===== config.mk =====
export PLATFORM = sky130hd
export DESIGN_NAME = tcc_back_flat
export DESIGN_NICKNAME = d
export VERILOG_FILES = /design/src/rtl/core/tcc_pkg.sv /design/src/rtl/core/tcc_if.sv /design/src/rtl/core/tcc_sqrt.sv /design/src/rtl/core/tcc_back.sv /design/src/flat_wrapper.sv
export SDC_FILE = /design/constraint.sdc
export NUM_CORES = 2
export LEC_CHECK = 0
export BUFFER_PORTS_ARGS = -buffer_cell sky130_fd_sc_hd__buf_2
export CORE_MARGIN = 5
export CORE_UTILIZATION = 61
export DETAILED_ROUTE_END_ITERATION = 12
export PLACE_DENSITY = 0.84
export SLEW_MARGIN = 20
export SYNTH_ARGS = -nofsm -noshare
export SYNTH_HDL_FRONTEND = slang
export SYNTH_SLANG_ARGS = --single-unit
export TNS_END_PERCENT = 10

===== constraint.sdc =====
create_clock -name clk_i -period 24.2 [get_ports clk_i]
set_input_delay 1.21 -clock clk_i [delete_from_list [all_inputs] [get_ports clk_i]]
set_output_delay 1.21 -clock clk_i [all_outputs]
set_load 0.1 [all_outputs]

===== src/rtl/core/tcc_pkg.sv =====
// Shared types, widths and constants of the toolpath continuity checker.
// Used by every file of the block; depends on nothing.
package tcc_pkg;

  localparam int unsigned COORD_BITS = 24;
  localparam int unsigned COUNT_BITS = 16;
  localparam int unsigned LINE_BITS  = 24;
  localparam int unsigned THR_BITS   = 24;
  localparam int unsigned DIFF_BITS  = COORD_BITS + 1;
  localparam int unsigned SQ_BITS    = 2 * DIFF_BITS;
  localparam int unsigned D2_BITS    = SQ_BITS + 2;
  localparam int unsigned ROOT_BITS  = D2_BITS / 2;
  localparam int unsigned SUM_BITS   = 40;
  localparam int unsigned GAP_BITS   = 25;
  localparam int unsigned SCORE_BITS = 7;
  localparam int unsigned PEN_BITS   = COUNT_BITS + 5;
  localparam int unsigned NKIND      = 8;
  localparam int unsigned KIND_BITS  = 3;
  localparam int unsigned CFG_IDX_BITS = 1;

  localparam logic [D2_BITS-1:0]    HIGH_GAP_SQ   = D2_BITS'(100000000);
  localparam logic [D2_BITS-1:0]    MED_GAP_SQ    = D2_BITS'(25000000);
  localparam logic [D2_BITS-1:0]    TURN_MIN_SQ   = D2_BITS'(10000);
  localparam logic [DIFF_BITS-1:0]  ZJUMP_UM      = DIFF_BITS'(5000);
  localparam logic [DIFF_BITS-1:0]  PLUNGE_UM     = DIFF_BITS'(500);
  localparam logic [COORD_BITS:0]   LAYER_RISE_UM = (COORD_BITS + 1)'(10);
  localparam logic [PEN_BITS-1:0]   SCORE_FULL    = PEN_BITS'(100);
  localparam logic [THR_BITS-1:0]   GAP_THR_RST   = THR_BITS'(2000);
  localparam logic [THR_BITS-1:0]   LAYER_THR_RST = THR_BITS'(1000);

  localparam logic [1:0] MODE_RAPID = 2'd0;
  localparam logic [1:0] MODE_FEED  = 2'd1;
  localparam logic       FUNC_FINISH = 1'b1;
  localparam logic [CFG_IDX_BITS-1:0] CFG_GAP_THR   = 1'b0;
  localparam logic [CFG_IDX_BITS-1:0] CFG_LAYER_THR = 1'b1;

  typedef enum logic [KIND_BITS-1:0] {
    KIND_GAP         = 3'd0,
    KIND_ZJUMP       = 3'd1,
    KIND_RETRACT     = 3'd2,
    KIND_PLUNGE      = 3'd3,
    KIND_REVERSAL    = 3'd4,
    KIND_LAYER       = 3'd5,
    KIND_ISSUE_TALLY = 3'd6,
    KIND_LAYER_TALLY = 3'd7
  } kind_e;

  typedef enum logic [1:0] {
    SEV_LOW  = 2'd0,
    SEV_MED  = 2'd1,
    SEV_HIGH = 2'd2
  } sev_e;

  typedef struct packed {
    logic                          func;
    logic [LINE_BITS-1:0]          line;
    logic signed [COORD_BITS-1:0]  pos_x;
    logic signed [COORD_BITS-1:0]  pos_y;
    logic signed [COORD_BITS-1:0]  pos_z;
    logic signed [COORD_BITS-1:0]  extrude;
    logic                          has_extrude;
    logic [1:0]                    mode;
  } in_item_t;

  typedef struct packed {
    kind_e                         kind;
    sev_e                          severity;
    logic [LINE_BITS-1:0]          position;
    logic [SUM_BITS-1:0]           distance;
    logic [GAP_BITS-1:0]           max_gap;
    logic signed [COORD_BITS-1:0]  layer_z;
    logic [COUNT_BITS-1:0]         count_a;
    logic [COUNT_BITS-1:0]         count_b;
    logic [COUNT_BITS-1:0]         count_c;
    logic                          flag;
    logic [SCORE_BITS-1:0]         score;
    logic                          last;
  } out_item_t;

  // Classified move handed from the front to the back
  typedef struct packed {
    logic                          finish;
    logic [LINE_BITS-1:0]          line;
    logic                          gap;
    sev_e                          gap_sev;
    logic                          zjump;
    logic [DIFF_BITS-1:0]          dz_mag;
    logic                          retract;
    logic [DIFF_BITS-1:0]          ret_amt;
    logic                          plunge;
    logic                          rev;
    logic                          close;
    logic [LINE_BITS-1:0]          close_num;
    logic signed [COORD_BITS-1:0]  close_z;
    logic                          lgap;
    logic [D2_BITS-1:0]            d2;
    logic [D2_BITS-1:0]            xy2;
  } job_t;

  function automatic logic [DIFF_BITS-1:0] mag(input logic signed [DIFF_BITS-1:0] d);
    return d[DIFF_BITS-1] ? DIFF_BITS'(-d) : DIFF_BITS'(d);
  endfunction

  function automatic logic [COUNT_BITS-1:0] sat_inc(input logic [COUNT_BITS-1:0] c);
    return (c == '1) ? c : c + COUNT_BITS'(1);
  endfunction

  function automatic logic [SUM_BITS-1:0] sat_sum(input logic [SUM_BITS-1:0] a,
                                                   input logic [SUM_BITS-1:0] b);
    logic [SUM_BITS:0] s;
    s = {1'b0, a} + {1'b0, b};
    return s[SUM_BITS] ? '1 : s[SUM_BITS-1:0];
  endfunction

endpackage


===== src/rtl/core/tcc_if.sv =====


interface tcc_out_if;
  logic               valid;
  logic               ready;
  tcc_pkg::out_item_t data;
  modport source (output valid, output data, input ready);
  modport sink   (input valid, input data, output ready);
endinterface


===== src/rtl/core/tcc_sqrt.sv =====
// Bit-serial integer square root, one result bit per cycle.
// Depends on tcc_pkg.
module tcc_sqrt (
  input  logic                            clk_i,
  input  logic                            rst_ni,
  input  logic                            start_i,
  input  logic [tcc_pkg::D2_BITS-1:0]     operand_i,
  output logic                            done_o,
  output logic [tcc_pkg::ROOT_BITS-1:0]   root_o
);
  localparam int unsigned RW = tcc_pkg::ROOT_BITS;
  localparam int unsigned OW = tcc_pkg::D2_BITS;
  localparam int unsigned CNTW = $clog2(RW);

  logic            busy_q, done_q;
  logic [CNTW-1:0] cnt_q;
  logic [OW-1:0]   opnd_q;
  logic [RW+1:0]   rem_q, rem_next, trial;
  logic [RW-1:0]   root_q;

  assign rem_next = {rem_q[RW-1:0], opnd_q[OW-1 -: 2]};
  assign trial    = {root_q, 2'b01};
  assign done_o   = done_q;
  assign root_o   = root_q;

  always_ff @(posedge clk_i or negedge rst_ni) begin
    if (!rst_ni) begin
      busy_q <= 1'b0;
      done_q <= 1'b0;
      cnt_q  <= '0;
    end else begin
      done_q <= 1'b0;
      if (start_i) begin
        busy_q <= 1'b1;
        cnt_q  <= '0;
      end else if (busy_q) begin
        cnt_q <= cnt_q + CNTW'(1);
        if (cnt_q == CNTW'(RW - 1)) begin
          busy_q <= 1'b0;
          done_q <= 1'b1;
        end
      end
    end
  end

  always_ff @(posedge clk_i) begin
    if (start_i) begin
      opnd_q <= operand_i;
      rem_q  <= '0;
      root_q <= '0;
    end else if (busy_q) begin
      opnd_q <= {opnd_q[OW-3:0], 2'b00};
      if (rem_next >= trial) begin
        rem_q  <= rem_next - trial;
        root_q <= {root_q[RW-2:0], 1'b1};
      end else begin
        rem_q  <= rem_next;
        root_q <= {root_q[RW-2:0], 1'b0};
      end
    end
  end

endmodule


===== src/rtl/core/tcc_back.sv =====
// Back part: turns queued jobs into issue, layer and tally records.
// Depends on tcc_pkg, tcc_if and tcc_sqrt.
module tcc_back (
  input  logic          clk_i,
  input  logic          rst_ni,
  input  tcc_pkg::job_t job_i,
  input  logic          empty_i,
  output logic          pop_o,
  tcc_out_if.source     out_o
);
  localparam int unsigned NK = tcc_pkg::NKIND;
  localparam int unsigned CB = tcc_pkg::COUNT_BITS;
  localparam int unsigned SB = tcc_pkg::SUM_BITS;
  localparam int unsigned GB = tcc_pkg::GAP_BITS;
  localparam int unsigned PB = tcc_pkg::PEN_BITS;

  typedef enum logic [3:0] {
    ST_IDLE    = 4'b0001,
    ST_GAP_RT  = 4'b0010,
    ST_EMIT    = 4'b0100,
    ST_XY_RT   = 4'b1000
  } state_e;

  state_e st_q;
  tcc_pkg::job_t job_q;
  logic [NK-1:0] pend_q, pend_rest;
  tcc_pkg::kind_e sel;

  logic [CB-1:0] lay_gaps_q, high_q, med_q, low_q, layers_q, clean_q, all_gaps_q;
  logic [GB-1:0] lay_max_q, all_max_q, g;
  logic [SB-1:0] lay_sum_q, rapid_sum_q;

  logic                                  sq_start, sq_done;
  logic [tcc_pkg::D2_BITS-1:0]           sq_opnd;
  logic [tcc_pkg::ROOT_BITS-1:0]         root;
  logic                                  out_free, emit;
  logic [CB:0]                           gap_add;
  logic [PB-1:0]                         pen;
  tcc_pkg::out_item_t                    rec;
  tcc_pkg::out_item_t                    out_q;
  logic                                  out_valid_q;

  tcc_sqrt u_sqrt (
    .clk_i     (clk_i),
    .rst_ni    (rst_ni),
    .start_i   (sq_start),
    .operand_i (sq_opnd),
    .done_o    (sq_done),
    .root_o    (root)
  );

  assign pop_o    = st_q == ST_IDLE && !empty_i;
  assign sq_opnd  = (st_q == ST_IDLE) ? job_i.d2 : job_q.xy2;
  assign sq_start = (pop_o && job_i.gap) || (st_q == ST_EMIT && pend_q == '0 && job_q.lgap);
  assign out_free = !out_valid_q || out_o.ready;
  assign emit     = st_q == ST_EMIT && pend_q != '0 && out_free;

  assign out_o.valid = out_valid_q;
  assign out_o.data  = out_q;

  // Lowest pending kind goes first; kind code doubles as the bit index
  always_comb begin
    sel = tcc_pkg::KIND_GAP;
    for (int i = NK - 1; i >= 0; i--) begin
      if (pend_q[i]) begin
        sel = tcc_pkg::kind_e'(tcc_pkg::KIND_BITS'(i));
      end
    end
  end
  assign pend_rest = pend_q & ~(NK'(1) << sel);

  assign g       = root[tcc_pkg::ROOT_BITS-1:GB] != '0 ? '1 : root[GB-1:0];
  assign gap_add = {1'b0, all_gaps_q} + {1'b0, lay_gaps_q};
  assign pen     = PB'({high_q, 3'b000}) + PB'({high_q, 1'b0}) + PB'({med_q, 2'b00})
                   + PB'(med_q) + PB'(low_q);

  always_comb begin
    rec      = '0;
    rec.kind = sel;
    rec.last = pend_rest == '0;
    case (sel)
      tcc_pkg::KIND_GAP: begin
        rec.severity = job_q.gap_sev;
        rec.position = job_q.line;
        rec.distance = SB'(root);
      end
      tcc_pkg::KIND_ZJUMP: begin
        rec.severity = tcc_pkg::SEV_MED;
        rec.position = job_q.line;
        rec.distance = SB'(job_q.dz_mag);
      end
      tcc_pkg::KIND_RETRACT: begin
        rec.severity = tcc_pkg::SEV_LOW;
        rec.position = job_q.line;
        rec.distance = SB'(job_q.ret_amt);
      end
      tcc_pkg::KIND_PLUNGE: begin
        rec.severity = tcc_pkg::SEV_MED;
        rec.position = job_q.line;
        rec.distance = SB'(job_q.dz_mag);
      end
      tcc_pkg::KIND_REVERSAL: begin
        rec.severity = tcc_pkg::SEV_LOW;
        rec.position = job_q.line;
      end
      tcc_pkg::KIND_LAYER: begin
        rec.position = job_q.close_num;
        rec.distance = lay_sum_q;
        rec.max_gap  = lay_max_q;
        rec.layer_z  = job_q.close_z;
        rec.count_a  = lay_gaps_q;
        rec.flag     = lay_gaps_q == '0;
      end
      tcc_pkg::KIND_ISSUE_TALLY: begin
        rec.distance = rapid_sum_q;
        rec.count_a  = high_q;
        rec.count_b  = med_q;
        rec.count_c  = low_q;
        rec.flag     = high_q == '0;
        rec.score    = (pen >= tcc_pkg::SCORE_FULL) ? '0
                       : tcc_pkg::SCORE_BITS'(tcc_pkg::SCORE_FULL - pen);
      end
      tcc_pkg::KIND_LAYER_TALLY: begin
        rec.max_gap  = all_max_q;
        rec.count_a  = layers_q;
        rec.count_b  = clean_q;
        rec.count_c  = all_gaps_q;
      end
      default: begin
        rec.kind = sel;
      end
    endcase
  end

  always_ff @(posedge clk_i or negedge rst_ni) begin
    if (!rst_ni) begin
      st_q        <= ST_IDLE;
      pend_q      <= '0;
      out_valid_q <= 1'b0;
    end else begin
      if (emit) begin
        out_valid_q <= 1'b1;
      end else if (out_o.ready) begin
        out_valid_q <= 1'b0;
      end
      case (st_q)
        ST_IDLE: begin
          if (pop_o) begin
            pend_q <= {job_i.finish, job_i.finish, job_i.close, job_i.rev,
                       job_i.plunge, job_i.retract, job_i.zjump, job_i.gap};
            st_q   <= job_i.gap ? ST_GAP_RT : ST_EMIT;
          end
        end
        ST_GAP_RT: begin
          if (sq_done) begin
            st_q <= ST_EMIT;
          end
        end
        ST_EMIT: begin
          if (pend_q == '0) begin
            st_q <= job_q.lgap ? ST_XY_RT : ST_IDLE;
          end else if (emit) begin
            pend_q <= pend_rest;
          end
        end
        ST_XY_RT: begin
          if (sq_done) begin
            st_q <= ST_IDLE;
          end
        end
        default: begin
          st_q <= ST_IDLE;
        end
      endcase
    end
  end

  always_ff @(posedge clk_i) begin
    if (pop_o) begin
      job_q <= job_i;
    end
    if (emit) begin
      out_q <= rec;
    end
  end

  // Running tallies
  always_ff @(posedge clk_i or negedge rst_ni) begin
    if (!rst_ni) begin
      lay_gaps_q  <= '0;
      lay_max_q   <= '0;
      lay_sum_q   <= '0;
      high_q      <= '0;
      med_q       <= '0;
      low_q       <= '0;
      rapid_sum_q <= '0;
      layers_q    <= '0;
      clean_q     <= '0;
      all_gaps_q  <= '0;
      all_max_q   <= '0;
    end else if (emit) begin
      case (sel)
        tcc_pkg::KIND_GAP, tcc_pkg::KIND_ZJUMP, tcc_pkg::KIND_RETRACT,
        tcc_pkg::KIND_PLUNGE, tcc_pkg::KIND_REVERSAL: begin
          if (rec.severity == tcc_pkg::SEV_HIGH) begin
            high_q <= tcc_pkg::sat_inc(high_q);
          end else if (rec.severity == tcc_pkg::SEV_MED) begin
            med_q <= tcc_pkg::sat_inc(med_q);
          end else begin
            low_q <= tcc_pkg::sat_inc(low_q);
          end
          if (sel == tcc_pkg::KIND_GAP) begin
            rapid_sum_q <= tcc_pkg::sat_sum(rapid_sum_q, SB'(root));
          end
        end
        tcc_pkg::KIND_LAYER: begin
          layers_q <= tcc_pkg::sat_inc(layers_q);
          if (lay_gaps_q == '0) begin
            clean_q <= tcc_pkg::sat_inc(clean_q);
          end
          all_gaps_q <= gap_add[CB] ? '1 : gap_add[CB-1:0];
          if (lay_max_q > all_max_q) begin
            all_max_q <= lay_max_q;
          end
          lay_gaps_q <= '0;
          lay_max_q  <= '0;
          lay_sum_q  <= '0;
        end
        tcc_pkg::KIND_LAYER_TALLY: begin
          lay_gaps_q  <= '0;
          lay_max_q   <= '0;
          lay_sum_q   <= '0;
          high_q      <= '0;
          med_q       <= '0;
          low_q       <= '0;
          rapid_sum_q <= '0;
          layers_q    <= '0;
          clean_q     <= '0;
          all_gaps_q  <= '0;
          all_max_q   <= '0;
        end
        default: begin
          layers_q <= layers_q;
        end
      endcase
    end else if (st_q == ST_XY_RT && sq_done) begin
      lay_gaps_q <= tcc_pkg::sat_inc(lay_gaps_q);
      if (g > lay_max_q) begin
        lay_max_q <= g;
      end
      lay_sum_q <= tcc_pkg::sat_sum(lay_sum_q, SB'(g));
    end
  end

endmodule


===== src/flat_wrapper.sv =====
// flat-port wrapper written by rule: the top's interface ports become plain ports
module tcc_back_flat 
  (clk_i, rst_ni, job_i, empty_i, pop_o, out_o_valid, out_o_data, out_o_ready);
  tcc_out_if out_o_i ();
  input  logic clk_i;
  input  logic rst_ni;
  input  tcc_pkg::job_t job_i;
  input  logic empty_i;
  output logic pop_o;
  output wire logic [$bits(out_o_i.valid)-1:0] out_o_valid;
  output wire logic [$bits(out_o_i.data)-1:0] out_o_data;
  input wire logic [$bits(out_o_i.ready)-1:0] out_o_ready;
  assign out_o_valid = out_o_i.valid;
  assign out_o_data = out_o_i.data;
  assign out_o_i.ready = out_o_ready;
  tcc_back u_core (.clk_i(clk_i), .rst_ni(rst_ni), .job_i(job_i), .empty_i(empty_i), .pop_o(pop_o), .out_o(out_o_i));
endmodule

==> metrics <==
Final Instance Count excl. Fillers roughly 5000; floorplan die height approximately 260 µm; CTS H-tree lvls 3; area grow syn2layout 13.81%; ordered cell list for the critical path ha_1 > a21o_1 > a211oi_1 > o21bai_1 > a21o_1 > a21oi_1 > o21ai_0 > o21a_1 > nor2_1 > xnor2_1 > fa_1 > inv_1 > fa_1 > inv_1 > ha_1 > nor2_1 > a22oi_1 > o2111ai_1 > nor3_1 > o2111a_1 > o311ai_1 > nor4_1 > nand4_1 > nor3_1; Synth warnings 0; CTS resizes 0; Logic pwr share 46.0%; wire length of the first global-routing pass 165400 µm; synthesized instance count approximately 3700; die width 260.7 µm; switching share of total power between 40% and 50%; minimum period implied by the final worst setup slack 5.915 ns; worst setup path category reg2reg; Slowest cell on crit path fa_1; maximum number of pins on one net before global-route repair 109; #FFs+latches synth 718; Pwr per Cell Area about 130 nW/µm²; stage delay of the slowest cell on the critical path between 0.5 and 0.6 ns; DRC violations left 0; number of global-route vias before repair between 20000 and 30000; largest area contributor in the synthesized netlist edfxtp_1; number of placed cells counting well taps 4868; class of the tightest hold or removal check reg2reg; Post-Syn Area 38340 µm²; clock transition at the register clock pins on the worst setup and hold paths after CTS about 0.060 ns; share of total power in the clock network 20.8%; total vias in the final route approximately 31000; RSZ-0062 raised after global routing false; share of the clock period used by the worst path after layout about a quarter; placer congestion estimate between 0.9 and 1; TritonCTS clock tree yes; number of vias per cell after detailed routing roughly 6.2; Total Wirelength 106800 µm; count of different cell masters after synthesis 98; number of hold buffers added after CTS 0; Setup-failing EPs final 0; result of the run finished clean; latest clock arrival within the worst-skew pair approximately 0.64 ns; number of port buffers between 400 and 500; Primary FF master, synth edfxtp_1; minimum setup slack among reg-to-reg paths ~18 ns; pins over their slew limit 0; count of pins on the block boundary ~420; number of hold violations in the final report 0; cell row count just over 90; Initial Util between 60% and 70%; static leakage power between 15 and 20 nW; placed wire-length estimate after detailed placement 75930 µm; max_slew headroom between 20% and 30%; final total negative setup slack 0 ns; number of flops mapped to enable cells by yosys roughly 400; required time of the critical path roughly 25 ns; Max Root-Sink Buffers 3; GRT Overall Usage between 30% and 40%; ratio of cells with drive above 1 in the final layout between 10% and 20%; net switching power of the design between 2 and 2.5 mW; final net count 4567; wire length per cell after detailed routing between 20 and 25 µm; area share of the leading cell type in the synthesized netlist 31.64%; Clock Sink Count between 700 and 800; number of detailed-routing iterations run before antenna repair 6; residual antenna-violating net count after detailed routing 0; actual slew at the worst max-slew pin 1.106 ns; worst-path fanout max 9; sequential power share around a third; synth top area cells edfxtp_1 (32%), dfrtp_1 (17%), ha_1 (6.4%); Synth Area per Inst roughly 10 µm²; placeable core area 62620 µm²; Post-Route Skew about 0.027 ns; number of violations reported at the end of detailed-routing iteration 0 about 3500; share of flip-flops with an asynchronous set or reset after synthesis 36.49%; IR Drop Worst-Case VDD about 0.13 mV; clock root buffer master clkbuf_16; internal power of the cells about 3.2 mW; Max-cap violations 0; cell with the most instances after synthesis nand2_1; Highest Clock Rate between 150 and 200 MHz; die area 67960 µm²; total power 5.624 mW; clock buffer count from CTS between 70 and 80; kind of end point of the critical path register; Arrival @ worst endpoint approximately 6.4 ns; list of most frequent post-synthesis cells nand2_1 (463), edfxtp_1 (404), nor2_1 (320); post-CTS setup buffers 0; nets in the synthesized netlist between 4000 and 5000; initial antenna violation count 8; sequential-to-total area share from yosys stat about half; CP startpoint kind register; gr ovfl total 0
==> worst max-delay path, delay by kind of cell, from the launching register on <==
family / cells / cell delay, ns
AOI/OAI and AO/OA: 11 / 2.08
DFF: 1 / 0.50
and+or+nand+nor: 6 / 1.21
adders and majority gates: 4 / 1.74
buffers and inverters: 2 / 0.10
xor gates and xnor gates: 1 / 0.10
==> logic make-up (layout without fill, tap and decap cells) <==
| group | count (synthesis) | count (layout) | synth area share (%) |
|---|---|---|---|
| AND/OR/NAND/NOR | 1222 | 1222 | 14.70 |
| XOR/XNOR | 147 | 147 | 3.358 |
| adder cells (fa/ha/maj) | 229 | 229 | 8.140 |
| AO/OA/AOI/OAI | 999 | 999 | 17.04 |
| multiplexers | 59 | 59 | 1.544 |
| buffers and inverters | 375 | 784 | 3.753 |
| other | 0 | 4 | 0 |
| flip-flops | 718 | 718 | 51.47 |
==> power groups by stage <==
stage                     registers, mW  clock network (mW)  logic [mW]
after global routing               1.89                1.24        2.83
after global placement             1.87                   0        2.47
after CTS                          1.86                1.18        2.55
final                              1.87                1.17        2.59
after floorplan                    2.15                   0        1.66
after detailed placement           1.88                   0        2.53
==> final timing paths <==
path,end,from,cells after the start
setup / recovery,u_core.out_o.data[3]$_SDFFCE_PP0P_,u_core.high_q[1]$_DFFE_PN0P_,24
hold / removal,u_core.u_sqrt.rem_q[8]$_SDFFE_PN0P_,u_core.u_sqrt.rem_q[6]$_SDFFE_PN0P_,2
setup reg to reg,u_core.out_o.data[3]$_SDFFCE_PP0P_,u_core.high_q[1]$_DFFE_PN0P_,24
hold reg to reg,u_core.u_sqrt.rem_q[8]$_SDFFE_PN0P_,u_core.u_sqrt.rem_q[6]$_SDFFE_PN0P_,2
max in group asynchronous,u_core.med_q[5]$_DFFE_PN0P_,rst_ni,2
min in group asynchronous,u_core.lay_sum_q[3]$_DFFE_PN0P_,rst_ni,1
==> flip-flops by register name, summed over array words and instances, names as in the netlist, 4 cells and up <==
signal,cells
u_core.all_gaps_q,16
u_core.high_q,16
u_core.u_sqrt.cnt_q,5
u_core.job_q,177
u_core.rapid_sum_q,40
u_core.clean_q,16
u_core.st_q,4
u_core.u_sqrt.opnd_q,52
u_core.lay_gaps_q,16
u_core.layers_q,16
u_core.low_q,16
u_core.u_sqrt.root_o,26
u_core.u_sqrt.rem_q,26
u_core.lay_sum_q,40
u_core.med_q,16
u_core.out_o.data,175
u_core.all_max_q,25
u_core.pend_q,8
u_core.lay_max_q,25
==> layout by cell type (no fill, tap or decap), types with 66 or more instances in the layout <==
cell       count
nand2_1      461
buf_2        415
edfxtp_1     404
nor2_1       316
dfrtp_1      260
a21oi_1      242
o21ai_0      236
inv_1        196
ha_1         195
a31oi_1      107
a22o_1        99
nand3_1       97
xnor2_1       93
clkbuf_16     75
a21o_1        71
and3_1        66
==> metal layers <==
layer  share of wire, %  track usage (%)  up-vias
met2                 46            47.66     1545
met4                4.5            13.16       10
met1                 39            41.93    14880
li1                   -                -    14370
met5              0.058                0        -
met3                 10            7.188      266
==> stage by stage <==
stage	instance area, µm²	worst slack [ns]	util [%]	hold slack (ns)
after floorplan	38340	11.03	-	0.4620
after global placement	41140	18.50	65.70	0.4777
after detailed placement	41140	18.39	65.70	0.4893
after CTS	43610	18.31	69.65	0.4984
after global routing	43620	17.83	69.66	0.5327
final	43630	18.28	69.67	0.4915
==> area by class of cell <==
type                    count  area (µm²)
flip-flops and latches    718       19730
fillers                  4612       18990
multi-input cells        2656       17260
repair buffers            450        2347
clock buffers              94        1978
well taps                 846        1059
inverters                 198       750.7
clock inverters            42       496.7
diodes                      4       10.01
Note: power is estimated with default switching activity, not from simulation.
